**src/rtl/cwpg_pkg.sv**
```systemverilog
// shared types and constants of the color wheel pixel generator
package cwpg_pkg;

	// field and register widths
	localparam int CFG_W      = 11;
	localparam int COORD_W    = 10;
	localparam int COLOR_W    = 16;
	localparam int IN_TDATA_W = 24;

	// signed offset from the wheel center, vector and unit-circle datapath widths
	localparam int OFS_W = 11;
	localparam int VEC_W = 28;
	localparam int PNT_W = 18;
	localparam int UNI_W = 17;

	// q2.15 constants of the rotation
	localparam logic signed [PNT_W-1:0] GAIN_Q15 = 18'sd19899;
	localparam logic signed [PNT_W-1:0] ONE_Q15  = 18'sd32768;

	// frame size after reset
	localparam int FRAME_RST = 480;

	// configuration register indexes
	localparam logic REG_FRAME_WIDTH  = 1'b0;
	localparam logic REG_FRAME_HEIGHT = 1'b1;

	// per-pixel flags that travel down the pipeline
	typedef struct packed {
		logic in_frame;
		logic center;
		logic flip;
	} pix_flags_t;

endpackage

```
**src/rtl/color_wheel_pixel_generator_top.sv**
```systemverilog
// color wheel pixel generator: pixel position in, rgb565 hue wheel color out
//
// One pixel is taken per clock while the output is not stalled. Its color passes
// an input stage, a setup stage, one rotation stage for each CORDIC step, a
// saturation stage, a scaling stage and the output register. A stall at the
// output holds the whole pipeline; one more input beat is still taken into an
// input skid register while a finished color waits. Frame sizes above MAX_DIM
// are treated as MAX_DIM, and positions outside the doubled half grid give
// color 0. Write the frame size registers only while no pixel is in flight.
module color_wheel_pixel_generator_top #(
	parameter int MAX_DIM      = 1024,
	parameter int CORDIC_STEPS = 16
) (
	input  logic                              clk,
	input  logic                              arst_n,
	// configuration write port
	input  logic                              cfg_we,
	input  logic                              cfg_index,
	input  logic [cwpg_pkg::CFG_W-1:0]        cfg_wdata,
	// pixel position stream
	input  logic                              s_axis_tvalid,
	output logic                              s_axis_tready,
	input  logic [cwpg_pkg::IN_TDATA_W-1:0]   s_axis_tdata,  // col [9:0], row [19:10], zero pad
	// color stream
	output logic                              m_axis_tvalid,
	input  logic                              m_axis_tready,
	output logic [cwpg_pkg::COLOR_W-1:0]      m_axis_tdata   // color [15:0]
);
	import cwpg_pkg::*;

	localparam int HALF_W = CFG_W - 1;
	localparam int CAP_I  = (MAX_DIM > 2047) ? 2047 : MAX_DIM;
	localparam logic [CFG_W-1:0] CAP_V = CFG_W'(CAP_I);
	localparam logic [HALF_W-1:0] HALF_RST =
		HALF_W'(((FRAME_RST > CAP_I) ? CAP_I : FRAME_RST) / 2);

	// half grid sizes, kept already clamped and halved
	logic [HALF_W-1:0] half_w_q, half_h_q;
	logic [CFG_W-1:0]  cfg_clamped;

	assign cfg_clamped = (cfg_wdata > CAP_V) ? CAP_V : cfg_wdata;

	always_ff @(posedge clk or negedge arst_n) begin
		if (!arst_n) begin
			half_w_q <= HALF_RST;
			half_h_q <= HALF_RST;
		end else if (cfg_we) begin
			case (cfg_index)
				REG_FRAME_WIDTH:  half_w_q <= cfg_clamped[CFG_W-1:1];
				REG_FRAME_HEIGHT: half_h_q <= cfg_clamped[CFG_W-1:1];
				default:          ;
			endcase
		end
	end

	// pipeline advance: output empty or taken
	logic adv;
	logic vld_s5;
	assign adv = !vld_s5 || m_axis_tready;

	// input skid register, fills when a beat arrives during a stall
	logic                  skid_vld_q;
	logic [COORD_W-1:0]    skid_col_q, skid_row_q;
	logic                  in_vld;
	logic [COORD_W-1:0]    in_col, in_row;

	assign s_axis_tready = !skid_vld_q;
	assign in_vld = skid_vld_q || s_axis_tvalid;
	assign in_col = skid_vld_q ? skid_col_q : s_axis_tdata[COORD_W-1:0];
	assign in_row = skid_vld_q ? skid_row_q : s_axis_tdata[2*COORD_W-1:COORD_W];

	always_ff @(posedge clk or negedge arst_n) begin
		if (!arst_n) begin
			skid_vld_q <= 1'b0;
		end else if (adv) begin
			skid_vld_q <= 1'b0;
		end else if (s_axis_tvalid && !skid_vld_q) begin
			skid_vld_q <= 1'b1;
		end
	end

	always_ff @(posedge clk) begin
		if (!adv && s_axis_tvalid && !skid_vld_q) begin
			skid_col_q <= s_axis_tdata[COORD_W-1:0];
			skid_row_q <= s_axis_tdata[2*COORD_W-1:COORD_W];
		end
	end

	// stage 1: half grid point, range check, offset from center
	logic                   vld_s1;
	logic                   inside_s1;
	logic signed [OFS_W-1:0] dx_s1, dy_s1;
	logic [COORD_W-2:0]     px_x, px_y;

	assign px_x = in_col[COORD_W-1:1];
	assign px_y = in_row[COORD_W-1:1];

	always_ff @(posedge clk) begin
		if (adv) begin
			inside_s1 <= ({1'b0, px_x} < half_w_q) && ({1'b0, px_y} < half_h_q);
			dx_s1 <= $signed({2'b00, px_x}) - $signed({2'b00, half_w_q[HALF_W-1:1]});
			dy_s1 <= $signed({2'b00, px_y}) - $signed({2'b00, half_h_q[HALF_W-1:1]});
		end
	end

	// stage 2: fold the left half plane over, scale to the vector format
	localparam int NSTG = CORDIC_STEPS + 1;

	logic                    vld_sc    [0:CORDIC_STEPS];
	pix_flags_t              flags_sc  [0:CORDIC_STEPS];
	logic signed [VEC_W-1:0] vx_sc     [0:CORDIC_STEPS];
	logic signed [VEC_W-1:0] vy_sc     [0:CORDIC_STEPS];
	logic signed [PNT_W-1:0] ux_sc     [0:CORDIC_STEPS];
	logic signed [PNT_W-1:0] uy_sc     [0:CORDIC_STEPS];

	logic                    flip_s1;
	logic signed [OFS_W-1:0] fdx, fdy;

	assign flip_s1 = dx_s1[OFS_W-1];
	assign fdx = flip_s1 ? -dx_s1 : dx_s1;
	assign fdy = flip_s1 ? -dy_s1 : dy_s1;

	always_ff @(posedge clk) begin
		if (adv) begin
			flags_sc[0].in_frame <= inside_s1;
			flags_sc[0].center   <= (dx_s1 == '0) && (dy_s1 == '0);
			flags_sc[0].flip     <= flip_s1;
			vx_sc[0] <= {{(VEC_W-16-OFS_W){fdx[OFS_W-1]}}, fdx, 16'b0};
			vy_sc[0] <= {{(VEC_W-16-OFS_W){fdy[OFS_W-1]}}, fdy, 16'b0};
			ux_sc[0] <= GAIN_Q15;
			uy_sc[0] <= '0;
		end
	end

	// rotation stages: one cordic step each, driving vy toward zero
	for (genvar i = 0; i < CORDIC_STEPS; i++) begin : g_step
		logic up;
		assign up = !vy_sc[i][VEC_W-1];

		always_ff @(posedge clk) begin
			if (adv) begin
				flags_sc[i+1] <= flags_sc[i];
				if (up) begin
					vx_sc[i+1] <= vx_sc[i] + (vy_sc[i] >>> i);
					vy_sc[i+1] <= vy_sc[i] - (vx_sc[i] >>> i);
					ux_sc[i+1] <= ux_sc[i] - (uy_sc[i] >>> i);
					uy_sc[i+1] <= uy_sc[i] + (ux_sc[i] >>> i);
				end else begin
					vx_sc[i+1] <= vx_sc[i] - (vy_sc[i] >>> i);
					vy_sc[i+1] <= vy_sc[i] + (vx_sc[i] >>> i);
					ux_sc[i+1] <= ux_sc[i] + (uy_sc[i] >>> i);
					uy_sc[i+1] <= uy_sc[i] - (ux_sc[i] >>> i);
				end
			end
		end
	end

	// stage 3 (after rotation): unfold, saturate, shift to unsigned 0..65536
	logic                    vld_s3, inside_s3;
	logic [UNI_W-1:0]        uc_s3, us_s3;
	logic signed [PNT_W-1:0] cf, sf, cs, ss;
	pix_flags_t              fl_end;

	assign fl_end = flags_sc[CORDIC_STEPS];
	assign cf = fl_end.flip ? -ux_sc[CORDIC_STEPS] : ux_sc[CORDIC_STEPS];
	assign sf = fl_end.flip ? -uy_sc[CORDIC_STEPS] : uy_sc[CORDIC_STEPS];

	always_comb begin
		if (fl_end.center) begin
			cs = ONE_Q15;
			ss = '0;
		end else begin
			cs = (cf > ONE_Q15) ? ONE_Q15 : ((cf < -ONE_Q15) ? -ONE_Q15 : cf);
			ss = (sf > ONE_Q15) ? ONE_Q15 : ((sf < -ONE_Q15) ? -ONE_Q15 : sf);
		end
	end

	logic signed [PNT_W-1:0] cu, su;
	assign cu = cs + ONE_Q15;
	assign su = ss + ONE_Q15;

	always_ff @(posedge clk) begin
		if (adv) begin
			inside_s3 <= fl_end.in_frame;
			uc_s3 <= cu[UNI_W-1:0];
			us_s3 <= su[UNI_W-1:0];
		end
	end

	// stage 4: scale by 255 and keep the top byte
	logic       vld_s4, inside_s4;
	logic [7:0] r_s4, g_s4;
	logic [UNI_W+7:0] r_prod, g_prod;

	assign r_prod = {uc_s3, 8'b0} - {8'b0, uc_s3};
	assign g_prod = {us_s3, 8'b0} - {8'b0, us_s3};

	always_ff @(posedge clk) begin
		if (adv) begin
			inside_s4 <= inside_s3;
			r_s4 <= r_prod[23:16];
			g_s4 <= g_prod[23:16];
		end
	end

	// stage 5: blue from the mean of red and green, pack rgb565
	logic [COLOR_W-1:0] color_s5;
	logic [8:0]         rg_sum;
	logic [7:0]         blue;

	assign rg_sum = {1'b0, r_s4} + {1'b0, g_s4};
	assign blue = 8'd255 - rg_sum[8:1];

	always_ff @(posedge clk) begin
		if (adv) begin
			color_s5 <= inside_s4 ? {r_s4[7:3], g_s4[7:2], blue[7:3]} : '0;
		end
	end

	// valid bits move with the data
	always_ff @(posedge clk or negedge arst_n) begin
		if (!arst_n) begin
			vld_s1 <= 1'b0;
			for (int k = 0; k < NSTG; k++) vld_sc[k] <= 1'b0;
			vld_s3 <= 1'b0;
			vld_s4 <= 1'b0;
			vld_s5 <= 1'b0;
		end else if (adv) begin
			vld_s1 <= in_vld;
			vld_sc[0] <= vld_s1;
			for (int k = 1; k < NSTG; k++) vld_sc[k] <= vld_sc[k-1];
			vld_s3 <= vld_sc[CORDIC_STEPS];
			vld_s4 <= vld_s3;
			vld_s5 <= vld_s4;
		end
	end

	assign m_axis_tvalid = vld_s5;
	assign m_axis_tdata  = color_s5;

endmodule

```
**config.mk**
```make
export PLATFORM = sky130hd
export DESIGN_NAME = color_wheel_pixel_generator_top
export DESIGN_NICKNAME = d
export VERILOG_FILES = /design/src/rtl/cwpg_pkg.sv /design/src/rtl/color_wheel_pixel_generator_top.sv
export SDC_FILE = /design/constraint.sdc
export NUM_CORES = 2
export LEC_CHECK = 0
export BUFFER_PORTS_ARGS = -buffer_cell sky130_fd_sc_hd__buf_2
export CORE_MARGIN = 2
export CORE_UTILIZATION = 62
export DETAILED_ROUTE_END_ITERATION = 7
export PLACE_DENSITY = 0.78
export SETUP_SLACK_MARGIN = 0.15
export SYNTH_ARGS = -nofsm -noshare
export SYNTH_HDL_FRONTEND = slang
export SYNTH_SLANG_ARGS = --single-unit
```
**constraint.sdc**
```tcl
create_clock -name clk -period 11.8 [get_ports clk]
set_clock_uncertainty 0.1 [all_clocks]
set_input_delay 1.77 -clock clk [delete_from_list [all_inputs] [get_ports clk]]
set_output_delay 1.77 -clock clk [all_outputs]
set_load 0.1 [all_outputs]
```
==> metrics.md <==
| Metric | Value |
|---|---|
| Result of the run | `completed` |
| Arr. time, crit path | `7.33 ns` |
| Post-CTS Resized | `0` |
| Synth top area cells | `edfxtp_1, ha_1, xnor2_1` |
| Routed Antenna Nets | `0` |
| Count of pins over their slew limit | `0` |
| Setup TNS | `0 ns` |
| #FFs+latches synth | `1,404` |
| Number of setup buffers added after CTS | `0` |
| Cells on worst reg2reg path | `17` |
| Synth top area share | `36.5%` |
| Routed len/inst | `19.1 µm` |
| Commonest non-fill, non-tap cell in the layout | `edfxtp_1` |
| Post-Syn Instances | `~12,000` |
| Via density | `just over 6` |
| Initial Util | `62.6%` |
| Worst slew pin tran | `between 1 and 1.5 ns` |
| CP Class | `in -> reg` |
| Tcrit/Tclk final | `58.1%` |
| Syn_area_per_cell | `9.71 µm²` |
| Worst reg2reg path endpoint | `ux_sc[5][17]` |
| CP cell instances | `buf_2 > nor2b_4 > buf_4 > inv_4 > buf_4 > and2_1 > buf_4 > nor2_1 > xor2_1 > ha_1 > a21oi_1 > o21ai_0 > o41ai_1 > o21ai_0 > o21a_1 > a2111oi_0 > a21oi_1 > xnor2_1` |
| Die area | `between 150,000 and 200,000 µm²` |
| Synth area leader | `edfxtp_1` |
| Filler cells | `13,991` |
| IO Count | `slightly below 60` |
| Mapped Area | `about 110,000 µm²` |
| Tmin final | `6.85 ns` |
| Clock sink count | `roughly 1,400` |
| Largest net degree at the start of global routing | `93` |
| Synth Flop Type | `edfxtp_1` |
| Seq/Total Area, Yosys | `37.5%` |
| Share of layout cells above drive strength 1 | `4.33%` |
| Asr flop ratio synth | `roughly 3%` |
| I/O Buffers | `51` |
| Reg-to-reg slack, setup | `5.46 ns` |
| Yosys warning count | `0` |
| Detailed Route WL | `approximately 270,000 µm` |
| DRC violations left | `0` |
| Die Wd | `429 µm` |
| Iteration-0 DRC Markers | `6,734` |
| Initial antenna violation count | `6` |
| TritonCTS clock tree | `yes` |
| CP max FO | `26` |
| Routability cong. | `0.923` |
| Most frequent cells in the layout | `edfxtp_1, ha_1, xnor2_1` |
| Reg2reg start | `m_axis_tvalid` |
| Critical Path Sink Type | `flop` |
| Data required, critical path | `12.27 ns` |
| Via count | `between 80,000 and 90,000` |
| First-pass GRT wire length | `between 400,000 and 500,000 µm` |
| CP Launch Type | `input pin` |
| Clk Latency, worst-skew pair | `0.84 ns` |
| Total grt overflow | `0` |
| RSZ-0062 raised after global routing | `false` |
| Num CTS Buffers | `157` |
| Clock slew seen by the registers of the worst setup and hold paths | `0.06 ns` |
| H-Tree Depth | `4` |
| Max-cap violations | `0` |
| Post-DP HPWL | `211,000 µm` |
| Hold endpoint | `flags_sc[2][2]` |
| F_max | `146 MHz` |
| Crit-path max cell delay | `0.68 ns` |
| Min-delay src | `flags_sc[1][2]` |
| Hold Violations, Final | `0` |
| Clk Tree Root Cell | `clkbuf_16` |
| Core footprint | `179,000 µm²` |
| WHS Path Cells | `0` |
| Hold-fix buffers at CTS | `0` |
| Synth cell types | `92` |
| CP max stage cell | `a2111oi_0` |
| Hold crit path type | `reg -> reg` |
| Die Span Y | `429 µm` |
| Global Route Usage Sum | `28.8%` |
| P&R area growth vs syn | `7.34%` |
| Setup violators final | `0` |
| Drt pass-1 iters | `6` |
| Post-layout nets | `13,008` |
| Worst setup startpoint | `m_axis_tready` |
| Max-slew headroom | `between 15 and 20%` |
| Vias in the first global route | `84,255` |
| EDFF count, synth | `1,362` |
| Top cell by count, worst path | `buf_4` |
| Clk buf depth | `3` |
| FP Rows | `155` |
[worst max-delay path by stage]
stage | endpoint | slack (ns) | cells after the start
2_1_floorplan | dx_s1[0] | 5.47 | 6
3_3_place_gp | vx_sc[9][27] | 4.26 | 18
3_5_place_dp | ux_sc[5][17] | 4.24 | 18
4_1_cts | ux_sc[5][17] | 5.09 | 18
5_1_grt | vy_sc[12][25] | 4.72 | 18
6_report | ux_sc[5][17] | 4.95 | 18
[worst max-delay path: cells and delay by family]
kind | cells | cell delay, ns
xor+xnor | 2 | 0.33
simple gates | 3 | 0.75
compound gates | 7 | 2.40
buf+inv | 5 | 1.66
fa+ha+maj | 1 | 0.33
[logic make-up after synthesis]
| group | synth area share (%) |
|---|---|
| other cells | 0.00671 |
| fa+ha+maj | 15.7 |
| buf+inv | 2.69 |
| simple gates | 13.6 |
| flops | 37.5 |
| compound gates | 16.7 |
| xor+xnor | 12.8 |
| mux | 1.04 |
[layer usage]
metal	global-route usage, %	part of all wire, %	vias to the layer above
met4	10.3	3.4	2
met5	0	0.0063	-
li1	-	-	42377
met1	37.7	43	41064
met2	49.4	48	2268
met3	3.04	4.8	522
[through the flow]
stage | hold WS, ns | setup WS, ns | utilization, % | instances | instance area [µm²]
4_1_cts | 0.317 | 5.09 | 67.1 | 14080 | 120000
5_1_grt | 0.329 | 4.72 | 67.1 | 14080 | 120000
6_report | 0.317 | 4.95 | 67.1 | 14081 | 120000
3_3_place_gp | 0.303 | 4.26 | 64.1 | 13789 | 115000
2_1_floorplan | 0.300 | 5.47 | - | 11539 | 112000
3_5_place_dp | 0.305 | 4.24 | 64.1 | 13789 | 115000
[cell usage after synthesis, types with 38 or more instances]
library cell     n
nand2b_1       169
mux2_2          49
nand2_1        811
a21boi_0        38
nor4_1          78
nor2_1         983
o21ai_0        692
a21oi_1        977
o31ai_1        154
o211ai_1        38
nor3_1         330
nand3_1        216
and3_1          71
xnor2_1       1078
a31oi_1         78
o41ai_1         99
nor2b_1        174
ha_1          1321
o21bai_1       102
a21o_1         325
inv_1          585
mux2i_1         61
clkbuf_1       169
or4_1           51
or3_1           97
and2_1          74
nand4_1         56
a211oi_1        93
fa_1            53
xor2_1         551
edfxtp_1      1362
o21a_1         142
[state kept, by name, summed over array words and instances (netlist names), 16 cells and up]
name and count:
m_axis_tdata 16, uc_s3 17, vld_sc 17, uy_sc 271
ux_sc 268, vy_sc 343, flags_sc 51, vx_sc 322
us_s3 17
[layout make-up]
type	count	area, µm²	share of cell area (%)
multi-input combinational	9338	67000	55.8
clock buffer	185	4130	3.43
inverter	588	2220	1.85
antenna	1	2.50	0.00208
tap	2355	2950	2.45
sequential	1404	42000	34.9
clock inverter	106	1250	1.04
timing repair buffer	104	653	0.543
Power is left out: the tool's default activity adds up to more than one toggle a clock period on the data nets, which glitch-free logic cannot reach.
